[src/hdl/lpr_pkg.sv]
// Shared types and constants for the line pixel rasterizer.
// Register indexes, register widths and reset values, and queue status.
// No dependencies.
package lpr_pkg;

   localparam int COLOR_BITS     = 8;
   localparam int LIMIT_BITS     = 7;
   localparam int CFG_INDEX_BITS = 2;
   localparam int CFG_DATA_BITS  = 8;

   localparam logic [COLOR_BITS-1:0] FILL_COLOR_RESET    = 8'd255;
   localparam logic [COLOR_BITS-1:0] COLOR_CEILING_RESET = 8'd255;
   localparam logic [LIMIT_BITS-1:0] X_LIMIT_RESET       = 7'd32;
   localparam logic [LIMIT_BITS-1:0] Y_LIMIT_RESET       = 7'd30;

   localparam int QUEUE_DEPTH = 2;
   localparam int QPTR_BITS   = $clog2(QUEUE_DEPTH);

   typedef enum logic [CFG_INDEX_BITS-1:0] {
      CFG_FILL_COLOR    = 2'd0,
      CFG_COLOR_CEILING = 2'd1,
      CFG_X_LIMIT       = 2'd2,
      CFG_Y_LIMIT       = 2'd3
   } cfg_reg_type;

   typedef struct packed {
      logic [COLOR_BITS-1:0] fill_color;
      logic [COLOR_BITS-1:0] color_ceiling;
      logic [LIMIT_BITS-1:0] x_limit;
      logic [LIMIT_BITS-1:0] y_limit;
   } cfg_type;

   typedef struct packed {
      logic full;
      logic empty;
   } queue_status_type;

endpackage

[src/hdl/lpr_front.sv]
// Front end: takes line requests and works out span, direction and the
// initial error term. Depends on lpr_pkg.
module lpr_front
   import lpr_pkg::*;
#(
   parameter int COORD_BITS = 6,
   parameter int REQ_DATA_BITS = 24,
   parameter int ERR_BITS = 9,
   parameter int DESC_BITS = 6*6 + 2 + 9
) (
   input  logic                     req_tvalid,
   output logic                     req_tready,
   input  logic [REQ_DATA_BITS-1:0] req_tdata,
   input  queue_status_type         q_status,
   output logic                     push,
   output logic [DESC_BITS-1:0]     desc
);

   logic [COORD_BITS-1:0]      x0, y0, xe, ye, dx, dy;
   logic                       sx, sy;
   logic signed [ERR_BITS-1:0] err0;

   assign x0 = req_tdata[COORD_BITS-1:0];
   assign y0 = req_tdata[2*COORD_BITS-1:COORD_BITS];
   assign xe = req_tdata[3*COORD_BITS-1:2*COORD_BITS];
   assign ye = req_tdata[4*COORD_BITS-1:3*COORD_BITS];

   always_comb begin
      dx = (x0 > xe) ? x0 - xe : xe - x0;
      dy = (y0 > ye) ? y0 - ye : ye - y0;
      sx = (x0 < xe);
      sy = (y0 < ye);
      // start at half the major span, negative when y is the major axis or dx == dy
      if (dx > dy) begin
         err0 = $signed({{(ERR_BITS-COORD_BITS){1'b0}}, dx >> 1});
      end else begin
         err0 = -$signed({{(ERR_BITS-COORD_BITS){1'b0}}, dy >> 1});
      end
   end

   assign req_tready = !q_status.full;
   assign push       = req_tvalid && !q_status.full;
   assign desc       = {err0, sy, sx, dy, dx, ye, xe, y0, x0};

endmodule

[src/hdl/lpr_queue.sv]
// Short queue of line descriptors between front and back end.
// Depends on lpr_pkg.
module lpr_queue
   import lpr_pkg::*;
#(
   parameter int WIDTH = 47
) (
   input  logic             clock,
   input  logic             reset,
   input  logic             push,
   input  logic [WIDTH-1:0] push_data,
   input  logic             pop,
   output logic [WIDTH-1:0] pop_data,
   output queue_status_type q_status
);

   logic [WIDTH-1:0]   entry_ff [QUEUE_DEPTH];
   logic [QPTR_BITS-1:0] wr_ptr_ff, wr_ptr_in, rd_ptr_ff, rd_ptr_in;
   logic [QPTR_BITS:0]   count_ff, count_in;

   function automatic logic [QPTR_BITS-1:0] next_ptr(input logic [QPTR_BITS-1:0] ptr);
      return (ptr == QPTR_BITS'(QUEUE_DEPTH - 1)) ? '0 : ptr + 1'b1;
   endfunction

   assign q_status.full  = (count_ff == (QPTR_BITS+1)'(QUEUE_DEPTH));
   assign q_status.empty = (count_ff == '0);
   assign pop_data       = entry_ff[rd_ptr_ff];

   always_comb begin
      wr_ptr_in = wr_ptr_ff;
      rd_ptr_in = rd_ptr_ff;
      count_in  = count_ff;
      if (push) begin
         wr_ptr_in = next_ptr(wr_ptr_ff);
      end
      if (pop) begin
         rd_ptr_in = next_ptr(rd_ptr_ff);
      end
      if (push && !pop) begin
         count_in = count_ff + 1'b1;
      end else if (pop && !push) begin
         count_in = count_ff - 1'b1;
      end
   end

   always_ff @(posedge clock) begin
      if (reset) begin
         wr_ptr_ff <= '0;
         rd_ptr_ff <= '0;
         count_ff  <= '0;
      end else begin
         wr_ptr_ff <= wr_ptr_in;
         rd_ptr_ff <= rd_ptr_in;
         count_ff  <= count_in;
      end
   end

   always_ff @(posedge clock) begin
      if (push) begin
         entry_ff[wr_ptr_ff] <= push_data;
      end
   end

endmodule

[src/hdl/lpr_back.sv]
// Back end: walks one line with the Bresenham error term into the result
// register, one pixel per cycle unless stalled. Depends on lpr_pkg.
module lpr_back
   import lpr_pkg::*;
#(
   parameter int COORD_BITS = 6,
   parameter int RSP_DATA_BITS = 24,
   parameter int ERR_BITS = 9,
   parameter int DESC_BITS = 6*6 + 2 + 9
) (
   input  logic                     clock,
   input  logic                     reset,
   input  cfg_type                  cfg,
   input  queue_status_type         q_status,
   input  logic [DESC_BITS-1:0]     desc,
   output logic                     pop,
   output logic                     rsp_tvalid,
   input  logic                     rsp_tready,
   output logic [RSP_DATA_BITS-1:0] rsp_tdata,
   output logic                     rsp_tuser,
   output logic                     rsp_tlast
);

   localparam int C = COORD_BITS;

   logic                       active_ff, active_in;
   logic [C-1:0]               x_ff, x_in, y_ff, y_in, xe_ff, xe_in, ye_ff, ye_in;
   logic [C-1:0]               dx_ff, dx_in, dy_ff, dy_in;
   logic                       sx_ff, sx_in, sy_ff, sy_in;
   logic signed [ERR_BITS-1:0] err_ff, err_in;
   logic                       rsp_valid_ff, rsp_valid_in;
   logic [C-1:0]               px_ff, px_in, py_ff, py_in;
   logic [COLOR_BITS-1:0]      color_ff, color_in;
   logic                       vis_ff, vis_in, last_ff, last_in;

   logic                       out_free, emit, done;
   logic signed [ERR_BITS-1:0] dx_s, dy_s;

   assign out_free = !rsp_valid_ff || rsp_tready;
   assign pop      = !active_ff && !q_status.empty;
   assign emit     = active_ff && out_free;
   assign done     = (x_ff == xe_ff) && (y_ff == ye_ff);
   assign dx_s     = $signed({{(ERR_BITS-C){1'b0}}, dx_ff});
   assign dy_s     = $signed({{(ERR_BITS-C){1'b0}}, dy_ff});

   always_comb begin
      active_in    = active_ff;
      x_in         = x_ff;
      y_in         = y_ff;
      xe_in        = xe_ff;
      ye_in        = ye_ff;
      dx_in        = dx_ff;
      dy_in        = dy_ff;
      sx_in        = sx_ff;
      sy_in        = sy_ff;
      err_in       = err_ff;
      rsp_valid_in = rsp_valid_ff && !rsp_tready;
      px_in        = px_ff;
      py_in        = py_ff;
      color_in     = color_ff;
      vis_in       = vis_ff;
      last_in      = last_ff;

      if (pop) begin
         // load the next line from the queue
         active_in = 1'b1;
         x_in      = desc[C-1:0];
         y_in      = desc[2*C-1:C];
         xe_in     = desc[3*C-1:2*C];
         ye_in     = desc[4*C-1:3*C];
         dx_in     = desc[5*C-1:4*C];
         dy_in     = desc[6*C-1:5*C];
         sx_in     = desc[6*C];
         sy_in     = desc[6*C+1];
         err_in    = $signed(desc[6*C+2+ERR_BITS-1:6*C+2]);
      end else if (emit) begin
         rsp_valid_in = 1'b1;
         px_in        = x_ff;
         py_in        = y_ff;
         color_in     = (cfg.fill_color >= cfg.color_ceiling) ? cfg.color_ceiling
                                                               : cfg.fill_color;
         vis_in       = ({{(LIMIT_BITS-C){1'b0}}, x_ff} < cfg.x_limit) &&
                        ({{(LIMIT_BITS-C){1'b0}}, y_ff} < cfg.y_limit);
         last_in      = done;
         if (done) begin
            active_in = 1'b0;
         end else begin
            // both tests use the error value from before this step
            if (err_ff > -dx_s && err_ff < dy_s) begin
               err_in = err_ff - dy_s + dx_s;
            end else if (err_ff > -dx_s) begin
               err_in = err_ff - dy_s;
            end else if (err_ff < dy_s) begin
               err_in = err_ff + dx_s;
            end
            if (err_ff > -dx_s) begin
               x_in = sx_ff ? x_ff + 1'b1 : x_ff - 1'b1;
            end
            if (err_ff < dy_s) begin
               y_in = sy_ff ? y_ff + 1'b1 : y_ff - 1'b1;
            end
         end
      end
   end

   always_ff @(posedge clock) begin
      if (reset) begin
         active_ff    <= 1'b0;
         rsp_valid_ff <= 1'b0;
      end else begin
         active_ff    <= active_in;
         rsp_valid_ff <= rsp_valid_in;
      end
   end

   always_ff @(posedge clock) begin
      x_ff     <= x_in;
      y_ff     <= y_in;
      xe_ff    <= xe_in;
      ye_ff    <= ye_in;
      dx_ff    <= dx_in;
      dy_ff    <= dy_in;
      sx_ff    <= sx_in;
      sy_ff    <= sy_in;
      err_ff   <= err_in;
      px_ff    <= px_in;
      py_ff    <= py_in;
      color_ff <= color_in;
      vis_ff   <= vis_in;
      last_ff  <= last_in;
   end

   assign rsp_tvalid = rsp_valid_ff;
   assign rsp_tdata  = RSP_DATA_BITS'({color_ff, py_ff, px_ff});
   assign rsp_tuser  = vis_ff;
   assign rsp_tlast  = last_ff;

endmodule

[src/hdl/line_pixel_rasterizer.sv]
// Bresenham line rasterizer, top level: configuration registers, front end,
// descriptor queue and pixel walker. Depends on lpr_pkg, lpr_front,
// lpr_queue and lpr_back.
//
// Usage: each request on req_* carries one line, start and end point.
// The block answers on rsp_* with one pixel per result, start to end
// inclusive, tlast on the end point. A line of spans dx, dy gives
// max(dx, dy) + 1 results, at most 2^COORD_BITS.
// A request passes through the descriptor queue and the walker's line
// registers, and each pixel is registered before rsp_tvalid rises. The
// walker gives one pixel per cycle unless rsp_tready stalls it, and loads
// the next descriptor only once the current line is done.
// Requests are taken while the two-entry queue has room, so up to two
// further lines wait while one is drawn.
// A stalled rsp_tready holds the current pixel and stops the walk; the
// queue then fills and req_tready drops.
// Reset (synchronous) empties the queue, drops any line in progress and loads the
// register defaults: fill color 255, ceiling 255, x limit 32, y limit 30. The
// user must write registers via csr_* only while the block is idle; unenforced.
module line_pixel_rasterizer
   import lpr_pkg::*;
#(
   parameter int COORD_BITS = 6,
   localparam int REQ_DATA_BITS = ((4*COORD_BITS + 7) / 8) * 8,
   localparam int RSP_DATA_BITS = ((2*COORD_BITS + COLOR_BITS + 7) / 8) * 8
) (
   input  logic                      clock,
   input  logic                      reset,
   input  logic                      csr_we,
   input  logic [CFG_INDEX_BITS-1:0] csr_index,
   input  logic [CFG_DATA_BITS-1:0]  csr_wdata,
   input  logic                      req_tvalid,
   output logic                      req_tready,
   input  logic [REQ_DATA_BITS-1:0]  req_tdata,  // x_start, y_start, x_end, y_end
   output logic                      rsp_tvalid,
   input  logic                      rsp_tready,
   output logic [RSP_DATA_BITS-1:0]  rsp_tdata,  // pixel_x, pixel_y, pixel_color
   output logic                      rsp_tuser,  // visible
   output logic                      rsp_tlast
);

   localparam int ERR_BITS  = COORD_BITS + 3;
   localparam int DESC_BITS = 6*COORD_BITS + 2 + ERR_BITS;

   cfg_type          cfg_ff, cfg_in;
   queue_status_type q_status;
   logic             push, pop;
   logic [DESC_BITS-1:0] push_desc, pop_desc;

   always_comb begin
      cfg_in = cfg_ff;
      if (csr_we) begin
         unique case (cfg_reg_type'(csr_index))
            CFG_FILL_COLOR:    cfg_in.fill_color    = csr_wdata[COLOR_BITS-1:0];
            CFG_COLOR_CEILING: cfg_in.color_ceiling = csr_wdata[COLOR_BITS-1:0];
            CFG_X_LIMIT:       cfg_in.x_limit       = csr_wdata[LIMIT_BITS-1:0];
            CFG_Y_LIMIT:       cfg_in.y_limit       = csr_wdata[LIMIT_BITS-1:0];
            default: ;
         endcase
      end
   end

   always_ff @(posedge clock) begin
      if (reset) begin
         cfg_ff.fill_color    <= FILL_COLOR_RESET;
         cfg_ff.color_ceiling <= COLOR_CEILING_RESET;
         cfg_ff.x_limit       <= X_LIMIT_RESET;
         cfg_ff.y_limit       <= Y_LIMIT_RESET;
      end else begin
         cfg_ff <= cfg_in;
      end
   end

   lpr_front #(
      .COORD_BITS(COORD_BITS),
      .REQ_DATA_BITS(REQ_DATA_BITS),
      .ERR_BITS(ERR_BITS),
      .DESC_BITS(DESC_BITS)
   ) u_front (
      .req_tvalid(req_tvalid),
      .req_tready(req_tready),
      .req_tdata (req_tdata),
      .q_status  (q_status),
      .push      (push),
      .desc      (push_desc)
   );

   lpr_queue #(
      .WIDTH(DESC_BITS)
   ) u_queue (
      .clock    (clock),
      .reset    (reset),
      .push     (push),
      .push_data(push_desc),
      .pop      (pop),
      .pop_data (pop_desc),
      .q_status (q_status)
   );

   lpr_back #(
      .COORD_BITS(COORD_BITS),
      .RSP_DATA_BITS(RSP_DATA_BITS),
      .ERR_BITS(ERR_BITS),
      .DESC_BITS(DESC_BITS)
   ) u_back (
      .clock     (clock),
      .reset     (reset),
      .cfg       (cfg_ff),
      .q_status  (q_status),
      .desc      (pop_desc),
      .pop       (pop),
      .rsp_tvalid(rsp_tvalid),
      .rsp_tready(rsp_tready),
      .rsp_tdata (rsp_tdata),
      .rsp_tuser (rsp_tuser),
      .rsp_tlast (rsp_tlast)
   );

`ifndef SYNTHESIS
   a_queue_status: assert property (@(posedge clock) disable iff (reset)
      !(q_status.full && q_status.empty))
      else $error("queue reports full and empty at once");

   a_no_pop_empty: assert property (@(posedge clock) disable iff (reset)
      pop |-> !q_status.empty)
      else $error("descriptor taken from an empty queue");

   a_visible_x: assert property (@(posedge clock) disable iff (reset)
      (rsp_tvalid && rsp_tuser) |->
         (LIMIT_BITS'(rsp_tdata[COORD_BITS-1:0]) < cfg_ff.x_limit))
      else $error("visible pixel lies outside the x limit");

   a_color_clip: assert property (@(posedge clock) disable iff (reset)
      rsp_tvalid |->
         (rsp_tdata[2*COORD_BITS+COLOR_BITS-1:2*COORD_BITS] <= cfg_ff.color_ceiling))
      else $error("pixel color above the color ceiling");
`endif

endmodule
[config.mk]
export PLATFORM = sky130hd
export DESIGN_NAME = line_pixel_rasterizer
export DESIGN_NICKNAME = d
export VERILOG_FILES = /design/src/hdl/lpr_pkg.sv /design/src/hdl/lpr_front.sv /design/src/hdl/lpr_queue.sv /design/src/hdl/lpr_back.sv /design/src/hdl/line_pixel_rasterizer.sv
export SDC_FILE = /design/constraint.sdc
export NUM_CORES = 1
export LEC_CHECK = 0
export BUFFER_PORTS_ARGS = -buffer_cell sky130_fd_sc_hd__buf_2
export CELL_PAD_IN_SITES_DETAIL_PLACEMENT = 1
export CELL_PAD_IN_SITES_GLOBAL_PLACEMENT = 1
export CORE_MARGIN = 2
export CORE_UTILIZATION = 50
export DETAILED_ROUTE_END_ITERATION = 7
export HOLD_SLACK_MARGIN = 0.15
export PLACE_DENSITY_LB_ADDON = 0.1
export SLEW_MARGIN = 0
export SYNTH_ARGS = -nofsm -noshare
export SYNTH_HDL_FRONTEND = slang
export SYNTH_SLANG_ARGS = --single-unit
[constraint.sdc]
create_clock -name clock -period 4.4 [get_ports clock]
set_input_delay 0.22 -clock clock [delete_from_list [all_inputs] [get_ports clock]]
set_output_delay 0.22 -clock clock [all_outputs]
set_load 0.02 [all_outputs]
; Word-level counts from Yosys, hierarchy flattened
; Memory sizes are Yosys's and may differ from the RTL's. A register that Yosys moved wholly into a read port is not among the register bits.
; Index checks and enable logic that the tools add are counted.
[totals]
reg_bits = 105
ram_bits = 94
input_bits = 39
out_inout_bits = 28
word_cells = 126
mem_count = 1
[mem_list]
columns = memory, depth, width, read_ports, rd_ports_with_merged_regs, write_ports, line
row1 = u_queue.entry_ff, 2, 47, 1, 1, 1, lpr_queue.sv:17  ; logic [WIDTH-1:0] entry_ff [QUEUE_DEPTH];
[op_classes]
add_sub_neg = 17
order_cmp = 10
n_eq_ne = 7
n_mux = 33
n_bitwise = 1
reduce_logical = 34
[op_table]
columns = operator, n
row1 = $mux 6, 12
row2 = $mux 9, 7
row3 = $sub 6x6->6, 4
row4 = $add 9x7->9, 2
row5 = $gt 6x6->1, 3
row6 = $lt 6x7->1, 2
row7 = $add 6x1->6 const B, 2
row8 = $eq 6x6->1, 2
row9 = $lt 6x6->1, 2
row10 = $reduce_and 2->1, 6
row11 = $sub 6x1->6 const B, 2
row12 = $mux 1, 11
row13 = $reduce_bool 2->1, 5
row14 = $gt 9x9->1, 1
row15 = $logic_and 1x1->1, 9
row16 = $lt 9x7->1, 1
row17 = $neg 5->9, 1
row18 = $neg 6->9, 1
row19 = $reduce_and 3->1, 3
row20 = $sub 9x7->9, 1
row21 = $ge 8x8->1, 1
row22 = $mux 8, 1
row23 = $logic_not 1->1, 7
row24 = $eq 2x2->1 const B, 3
row25 = 10 further kinds, 13

; Logic depth before layout (Yosys ltp)
; Gate-level depths: netlist of the first run.
[depth]
word_depth = 7
depth_mapped = 18

; Cells and area by module
; A second synthesis of the first run with hierarchy kept.
[unflattened]
hier_cells = 963
area_unflattened_um2 = 11352.1
[by_module_without_submodules]
columns = module, n_inst, cells_per_inst, area_each_um2
row1 = lpr_back, 1, 458, 4901.0
row2 = lpr_queue, 1, 168, 3606.0
row3 = lpr_front, 1, 220, 1646.6
row4 = line_pixel_rasterizer, 1, 117, 1198.6

; Least setup slack after synthesis of the first run
; Ideal clock, no wire load.
[synth_path]
path_kind = in2reg
startpoint = in req_tdata[0]
endpoint = mem u_queue.entry_ff[0][38], data pin
setup_ps = 262
arrival_time_ps = 3437
slack_ps = 701
cell_stages = 16
path_cell_list = inv_1 ha_1 inv_1 fa_1 a21o_1 a21oi_2 o21ai_2 or3b_1 a31o_1 a21boi_0 nor2_1 ha_1 nand4_1 o22ai_1 a21oi_1 mux2_2
[synth_via]
elab_chain_len = 4
elab_cells_between_ends = 6
cone_classes = 2 x add/sub / 2 x order compare / 2 x mux
[synth_rtl]
columns = element, line
row1 = from (decl), line_pixel_rasterizer.sv:34  ; input logic [REQ_DATA_BITS-1:0] req_tdata,
row2 = $sub 6x6->6 / $gt 6x6->1 (equally long branches), lpr_front.sv:29  ; dx = (x0 > xe) ? x0 - xe : xe - x0;
row3 = $mux 6 (*), lpr_front.sv:29
row4 = named net push_desc[29], line_pixel_rasterizer.sv:48  ; logic [DESC_BITS-1:0] push_desc, pop_desc;
row5 = $gt 6x6->1 (*), lpr_front.sv:34  ; if (dx > dy) begin
row6 = $mux 9 (*), lpr_front.sv:34
row7 = named net push_desc[38], line_pixel_rasterizer.sv:48
row8 = to (decl), lpr_queue.sv:17
; The timed path passes the listed nets; every way through them passes the cells marked *.

; Worst setup path after layout of the first run
[layout_path]
startpoint = in req_tdata[18]
endpoint = mem u_queue.entry_ff[1][40], data pin
[layout_via]
elab_chain_len = 4
elab_cells_between_ends = 7
cone_classes = 3 x add/sub / 2 x order compare / 2 x mux
[layout_rtl]
columns = element, line
row1 = $sub 6x6->6 / $gt 6x6->1 (equally long branches), lpr_front.sv:30  ; dy = (y0 > ye) ? y0 - ye : ye - y0;
row2 = $mux 6 (*), lpr_front.sv:30
row3 = $neg 5->9 / $gt 6x6->1 (equally long branches), "lpr_front.sv:37, lpr_front.sv:34"
row4 = $mux 9 (*), lpr_front.sv:34
row5 = named net push_desc[40], line_pixel_rasterizer.sv:48
; Marked as above.

==> results of run 1 <==
## repair_timing
item,CTS,global route
hold endpoints to repair,79,0
buffers inserted,0,1
setup endpoints to repair,0,18
hold buffers,33,0
resized for setup,0,8
## cell families (layout without fill, tap and decap cells)
family | Yosys count | count (layout) | share of synthesized area, %
flops | 200 | 200 | 52.2
compound gates | 188 | 188 | 11.8
simple gates | 175 | 175 | 8.20
buf+inv | 116 | 225 | 4.40
fa+ha+maj | 94 | 94 | 11.5
mux | 75 | 75 | 7.53
xor+xnor | 53 | 53 | 4.37
other cells | 1 | 4 | 0.0347
## routing by layer
layer | vias to the layer above | share of wire [%] | GRT usage (%)
met5 | - | 0 | 0
met1 | 3581 | 45 | 30.4
met3 | 36 | 2.6 | 3.40
li1 | 3463 | - | -
met2 | 127 | 50 | 41.5
met4 | 0 | 1.8 | 6.68
## cells in the final DEF (no fill, tap or decap), types with 33 or more instances in the layout
master	count
nand2_1	38
dfxtp_1	36
edfxtp_1	163
inv_1	86
ha_1	85
nor2_1	55
a21oi_1	48
dlygate4sd3_1	33
mux2_2	39
buf_2	62
## Yosys cell counts (5+ instances only)
cell type | n | area (um^2)
edfxtp_1 | 163 | 4890
inv_1 | 86 | 323
ha_1 | 85 | 1060
nor2_1 | 56 | 210
a21oi_1 | 49 | 245
mux2_2 | 39 | 439
nand2_1 | 38 | 143
dfxtp_1 | 37 | 741
mux2i_1 | 33 | 330
o21ai_0 | 30 | 150
xnor2_1 | 30 | 263
a21o_1 | 22 | 165
xor2_1 | 22 | 193
clkbuf_1 | 21 | 78.8
nor2b_1 | 21 | 131
a211o_1 | 19 | 166
a211oi_1 | 11 | 82.6
nand2b_1 | 10 | 62.6
fa_1 | 9 | 180
o21bai_1 | 9 | 67.6
nand4_1 | 8 | 50.1
nor3_1 | 7 | 35.0
o211ai_1 | 7 | 52.6
o21a_1 | 5 | 37.5
## metrics by stage
step	utilization [%]	worst slack, ps
after floorplan	-	701
after global placement	54.1	432
after detailed placement	54.1	115
after CTS	58.5	27.2
after global routing	58.7	19.8
final	58.7	194
## cell type report
type,instances,area (um^2)
Fill cell,2164,8700
Clock buffer,20,468
Inverter,86,323
Tap cell,275,344
Multi-Input combinational cell,589,4760
Sequential cell,200,5640
Clock inverter,12,125
Timing Repair Buffer,107,731
## final timing paths
| path | from | to | depth (start not counted) |
|---|---|---|---|
| min reg2reg | cfg_ff[5]$_SDFFE_PP0P_ | cfg_ff[5]$_SDFFE_PP0P_ | 2 |
| max reg2reg | u_back.err_ff[1]$_DFFE_PP_ | u_back.err_ff[7]$_DFFE_PP_ | 12 |
| max | req_tdata[18] | u_queue.entry_ff[1][40]$_DFFE_PP_ | 16 |
| min | csr_index[1] | cfg_ff[5]$_SDFFE_PP0P_ | 4 |
## critical path, cell delays in order
cell	delay, ps
dlygate4sd3_1	520
buf_2	140
ha_1	150
inv_1	70
fa_1	460
a211oi_2	280
o21ai_0	150
nand2b_2	260
mux2i_4	340
o21ai_0	110
a211o_1	420
ha_1	380
nand4_1	160
o22ai_2	180
a21o_1	180
mux2_2	360
## power by group through the flow
stage	clock network, W	logic [W]	registers, W
floorplan	0	0.00343	0.00319
global placement	0	0.00433	0.00332
detailed placement	0	0.00463	0.00336
CTS	0.00159	0.00470	0.00332
global route	0.00165	0.00523	0.00337
finish	0.00155	0.00473	0.00331
## sequential cells by signal, indices dropped and copies added (netlist names), 8 cells and up, named ones only
register          flops
u_back.color_ff       8
cfg_ff               30
u_back.err_ff         9
u_queue.entry_ff     94
==> summary.txt, run 1 <==
Yosys
  • Most used flip-flop cell after synthesis: edfxtp_1
  • Register bit total from synthesis: 200
  • Synth Instances: roughly 900
  • Post-synthesis cell type count: 73
  • Yosys warns: 0
  • Sequential-to-total area share from yosys stat: about 52%
  • Post-Syn Area per Cell: approximately 12 um^2
  • Asr flop ratio synth: 0%
  • Synthesized area: 10800 um^2
  • Post-synth EDFFs: 163

Timing
  • Worst slew pin tran: roughly 1200 ps
  • Fin Clk Skew: 14.1 ps
  • Final worst-path cycle share: 95.6%
  • Count of final hold-check violations: 0
  • RSZ-0062 raised after global routing: false
  • Setup TNS: 0 ps
  • Highest Clock Rate: about 240 MHz
  • Final setup fails: 0
  • Max-slew violations: 0
  • Hold Slack: between 150 and 200 ps
  • Post-layout minimum cycle time: around 4200 ps
  • Slew margin rel.: 20.3%

Power
  • Max VDD drop: approximately 470 uV
  • Switching portion of total power: between 40% and 50%
  • P_sw: ~0.004 W
  • Pwr/cell area: between 700 and 800 nW/um^2
  • Seq pwr share: between 30 and 40%
  • Leakage: 5.04 nW
  • Final Power: around 0.0096 W
  • Internal power: between 0.005 and 0.006 W
  • Combinational Power Share: between 40 and 50%
  • Power share of the clock group: between 10% and 20%

Final layout
  • Nets: between 1000 and 1500
  • Non-Filler Cell Area, Final: roughly 12000 um^2
  • Fin cells: ~1300
  • ANT cells: 0
  • P&R area growth vs syn: 14.6%
  • Fraction of layout cells with a size suffix above 1: between 10% and 20%

Global route
  • Largest net degree at the start of global routing: 48
  • Vias in the first global route: roughly 7700
  • Initial antenna violation count: 0
  • Remaining Overflow, GRT: 0
  • GRT Util Overall: 23.6%
  • First-pass GRT wire length: around 41 mm

Clock tree
  • Total clock sinks: 200
  • Root buffer cell: clkbuf_16
  • Reg clk slew, reported paths: 80 ps
  • CTS Buf Count: 17
  • Skew-Pair Late Insertion Delay: 450 ps
  • H-tree depth: 4
  • CTS tree: yes
  • CTS max path bufs: 2

Floorplan
  • Die X: approximately 150 um
  • DIE HEIGHT: roughly 150 um
  • Core ar.: between 20000 and 25000 um^2
  • Die area: 22800 um^2
  • Num rows: between 50 and 60
  • # IOs: 67
  • Initial Util: between 50% and 60%

Critical path
  • CP required: approximately 4600 ps
  • Worst setup SP type: primary input
  • Critical Path Sink Type: flop
  • Crit path max fanout: 9
  • Type of the worst setup path: in2reg
  • Reg2reg setup slack: between 700 and 800 ps
  • CP arrival: about 4400 ps

Placement
  • Gpl congestion: between 0.8 and 0.9
  • DP HPWL: approximately 19 mm
  • Area post-placement: 11400 um^2
  • Placed Instances: about 1200
  • # port buffers: 62

Drt
  • WL/cell: ~20 um
  • DRC Markers: 0
  • Vias per cell: approximately 5.6
  • Drt total wl: between 20 and 30 mm
  • Drt first pass iters: 5
  • 1st-iter DRT viols: 469
  • Number of routed nets with antenna violations: 0
  • Via count: ~7200

Min path
  • Worst hold path type: in2reg

Run
  • Max Cap Violations: 0

Outcome
  • Status: finished, final reports clean
Note: power is estimated with default switching activity, not from simulation.
==> run 2, diff against run 1 <==
Settings changed: PLACE_DENSITY set to 0.83, PLACE_DENSITY_LB_ADDON 0.1 to unset.
==> run 2 against run 1 <==
Effect of this change: first-iteration DRC count decreased by 11%; setup slack worse by 50 ps; critical path type unchanged; combinational power about the same.
==> summary.txt, run 2 (synthesized netlist as in run 1, its figures left out) <==
Outcome
  • Status: finished, final reports clean

Clock tree
  • CTS tree: yes
  • CTS max path bufs: 2
  • CTS Buf Count: 17
  • Reg clk slew, reported paths: 70 ps
  • Total clock sinks: 200
  • Skew-Pair Late Insertion Delay: about 450 ps
  • H-tree depth: 4
  • Root buffer cell: clkbuf_16

Power
  • Pwr/cell area: 776 nW/um^2
  • Switching portion of total power: roughly 41%
  • Combinational Power Share: about half
  • Seq pwr share: roughly a third
  • P_sw: just under 0.004 W
  • Internal power: roughly 0.0057 W
  • Leakage: 5.03 nW
  • Power share of the clock group: around 17%
  • Max VDD drop: approximately 320 uV

Floorplan
  • DIE HEIGHT: 151 um
  • # IOs: 67
  • Die area: roughly 23000 um^2
  • Die X: roughly 150 um
  • Initial Util: 51.2%
  • Num rows: 53
  • Core ar.: between 20000 and 25000 um^2

Critical path
  • Type of the worst setup path: in2reg
  • Critical Path Sink Type: flop
  • Worst r2r src: u_back.dx_ff[1]$_DFFE_PP_
  • Critical Path Sink: u_queue.entry_ff[0][41]$_DFFE_PP_
  • Worst setup SP type: primary input
  • CP arrival: about 4500 ps
  • Worst R2R Path Depth: 11
  • Reg2reg setup slack: between 700 and 800 ps
  • Crit path max fanout: 7
  • CP required: 4680 ps
  • CP Launch Point: req_tdata[6]
  • Reg2reg end: u_back.x_ff[1]$_DFFE_PP_

Timing
  • Final worst-path cycle share: 96.7%
  • Final WS setup: roughly 140 ps
  • Final setup fails: 0
  • Count of final hold-check violations: 0
  • Slew margin rel.: between 30% and 40%
  • Hold Slack: between 200 and 300 ps
  • Post-layout minimum cycle time: ~4300 ps
  • Setup TNS: 0 ps
  • Fin Clk Skew: 13.0 ps
  • Worst slew pin tran: between 900 and 1000 ps
  • Highest Clock Rate: 235 MHz
  • Max-slew violations: 0

Placement
  • Gpl congestion: around 0.85
  • Post-Place Worst Slack: roughly 240 ps
  • Area post-placement: approximately 11000 um^2
  • # port buffers: 62
  • DP HPWL: ~18 mm

Final layout
  • Largest registers: u_queue.entry_ff (94), cfg_ff (30), u_back.err_ff (9)
  • Fraction of layout cells with a size suffix above 1: around 17%
  • Commonest non-fill, non-tap cell in the layout: edfxtp_1
  • Register with the most flip-flops: u_queue.entry_ff
  • Commonest non-fill, non-tap cells in the layout: edfxtp_1, inv_1, ha_1
  • Nets: 1135
  • P&R area growth vs syn: 14.8%
  • Non-Filler Cell Area, Final: 12400 um^2
  • Largest register FFs: 94

Drt
  • Via count: around 7400
  • Drt first pass iters: 5
  • WL/cell: 21.1 um
  • DRC Markers: 0
  • Number of routed nets with antenna violations: 0
  • 1st-iter DRT viols: roughly 420
  • Vias per cell: about 5.7
  • Drt total wl: roughly 27 mm

Global route
  • First-pass GRT wire length: between 40 and 50 mm
  • GRT Util Overall: 24.8%
  • Initial antenna violation count: 1
  • Largest net degree at the start of global routing: 48
  • Remaining Overflow, GRT: 0
  • Vias in the first global route: between 7000 and 8000

Min path
  • Worst hold path type: in2reg

Run
  • Max Cap Violations: 0
run 2: cell count changes in the layout (fill, tap and decap cells not counted), sizes merged:
cell / before / now
clkbuf: 20 / 18
diode: 0 / 1
clkinv: 6 / 2
buf: 74 / 75
clkinvlp: 0 / 4
bufinv: 0 / 2
run 2: layout make-up:
class / instances / area (um^2)
Fill cell: 2149 / 8680
Sequential cell: 200 / 5640
Tap cell: 275 / 344
Timing Repair Buffer: 108 / 738
Antenna cell: 1 / 2.50
Clock buffer: 18 / 429
Clock inverter: 14 / 165
Multi-Input combinational cell: 589 / 4770
Inverter: 86 / 323
run 2: critical path: stages:
cell           delay (ps)
dlygate4sd3_1         540
buf_2                 150
inv_1                  60
ha_1                  130
inv_1                  70
fa_1                  450
a211oi_2              280
o21ai_0               140
nand2b_2              180
buf_4                 170
mux2i_1               240
xnor2_1               210
inv_1                 120
ha_1                  350
o21ai_0               130
a21oi_1               120
a21oi_1               240
a21oi_2               120
buf_4                 180
a211o_1               270
nand3_1               160
run 2: power groups by stage:
stage,clock (W),sequential [W],combinational [W]
global placement,0,0.00327,0.00440
detailed placement,0,0.00331,0.00462
global route,0.00170,0.00333,0.00527
CTS,0.00163,0.00327,0.00472
finish,0.00161,0.00327,0.00475
floorplan,0,0.00319,0.00343
run 2: per-layer routing:
layer | GRT usage (%) | routed length [um] | share of wire [%] | vias up
met3 | 4.64 | 976 | 3.6 | 45
met1 | 30.4 | 11600 | 42 | 3713
met5 | 0 | 0 | 0 | -
met2 | 44.4 | 14100 | 52 | 179
met4 | 7.90 | 678 | 2.5 | 0
li1 | - | - | - | 3472
run 2: what timing repair did:
| item | in CTS | in global routing |
|---|---|---|
| gates resized for setup | 0 | 10 |
| hold buffers | 33 | 0 |
| hold endpoints to repair | 79 | 0 |
| buffers inserted | 0 | 2 |
| setup endpoints to repair | 0 | 18 |
run 2: per-stage QoR:
| step | util, % | power, W | cells |
|---|---|---|---|
| after floorplan | - | 0.00662 | 905 |
| after global placement | 54.1 | 0.00767 | 1223 |
| after detailed placement | 54.1 | 0.00793 | 1223 |
| after CTS | 58.5 | 0.00963 | 1288 |
| after global routing | 58.8 | 0.0103 | 1290 |
| final | 58.8 | 0.00963 | 1291 |
run 2: worst min path at each step:
stage	from	end	cells after the start
after floorplan	req_tdata[0]	u_queue.entry_ff[0][0]$_DFFE_PP_	0
after global placement	req_tdata[5]	u_queue.entry_ff[0][5]$_DFFE_PP_	1
after detailed placement	req_tdata[23]	u_queue.entry_ff[0][23]$_DFFE_PP_	1
after CTS	req_tvalid	u_queue.wr_ptr_ff$_SDFFE_PP0P_	4
after global routing	req_tvalid	u_queue.wr_ptr_ff$_SDFFE_PP0P_	4
final	req_tvalid	u_queue.wr_ptr_ff$_SDFFE_PP0P_	4
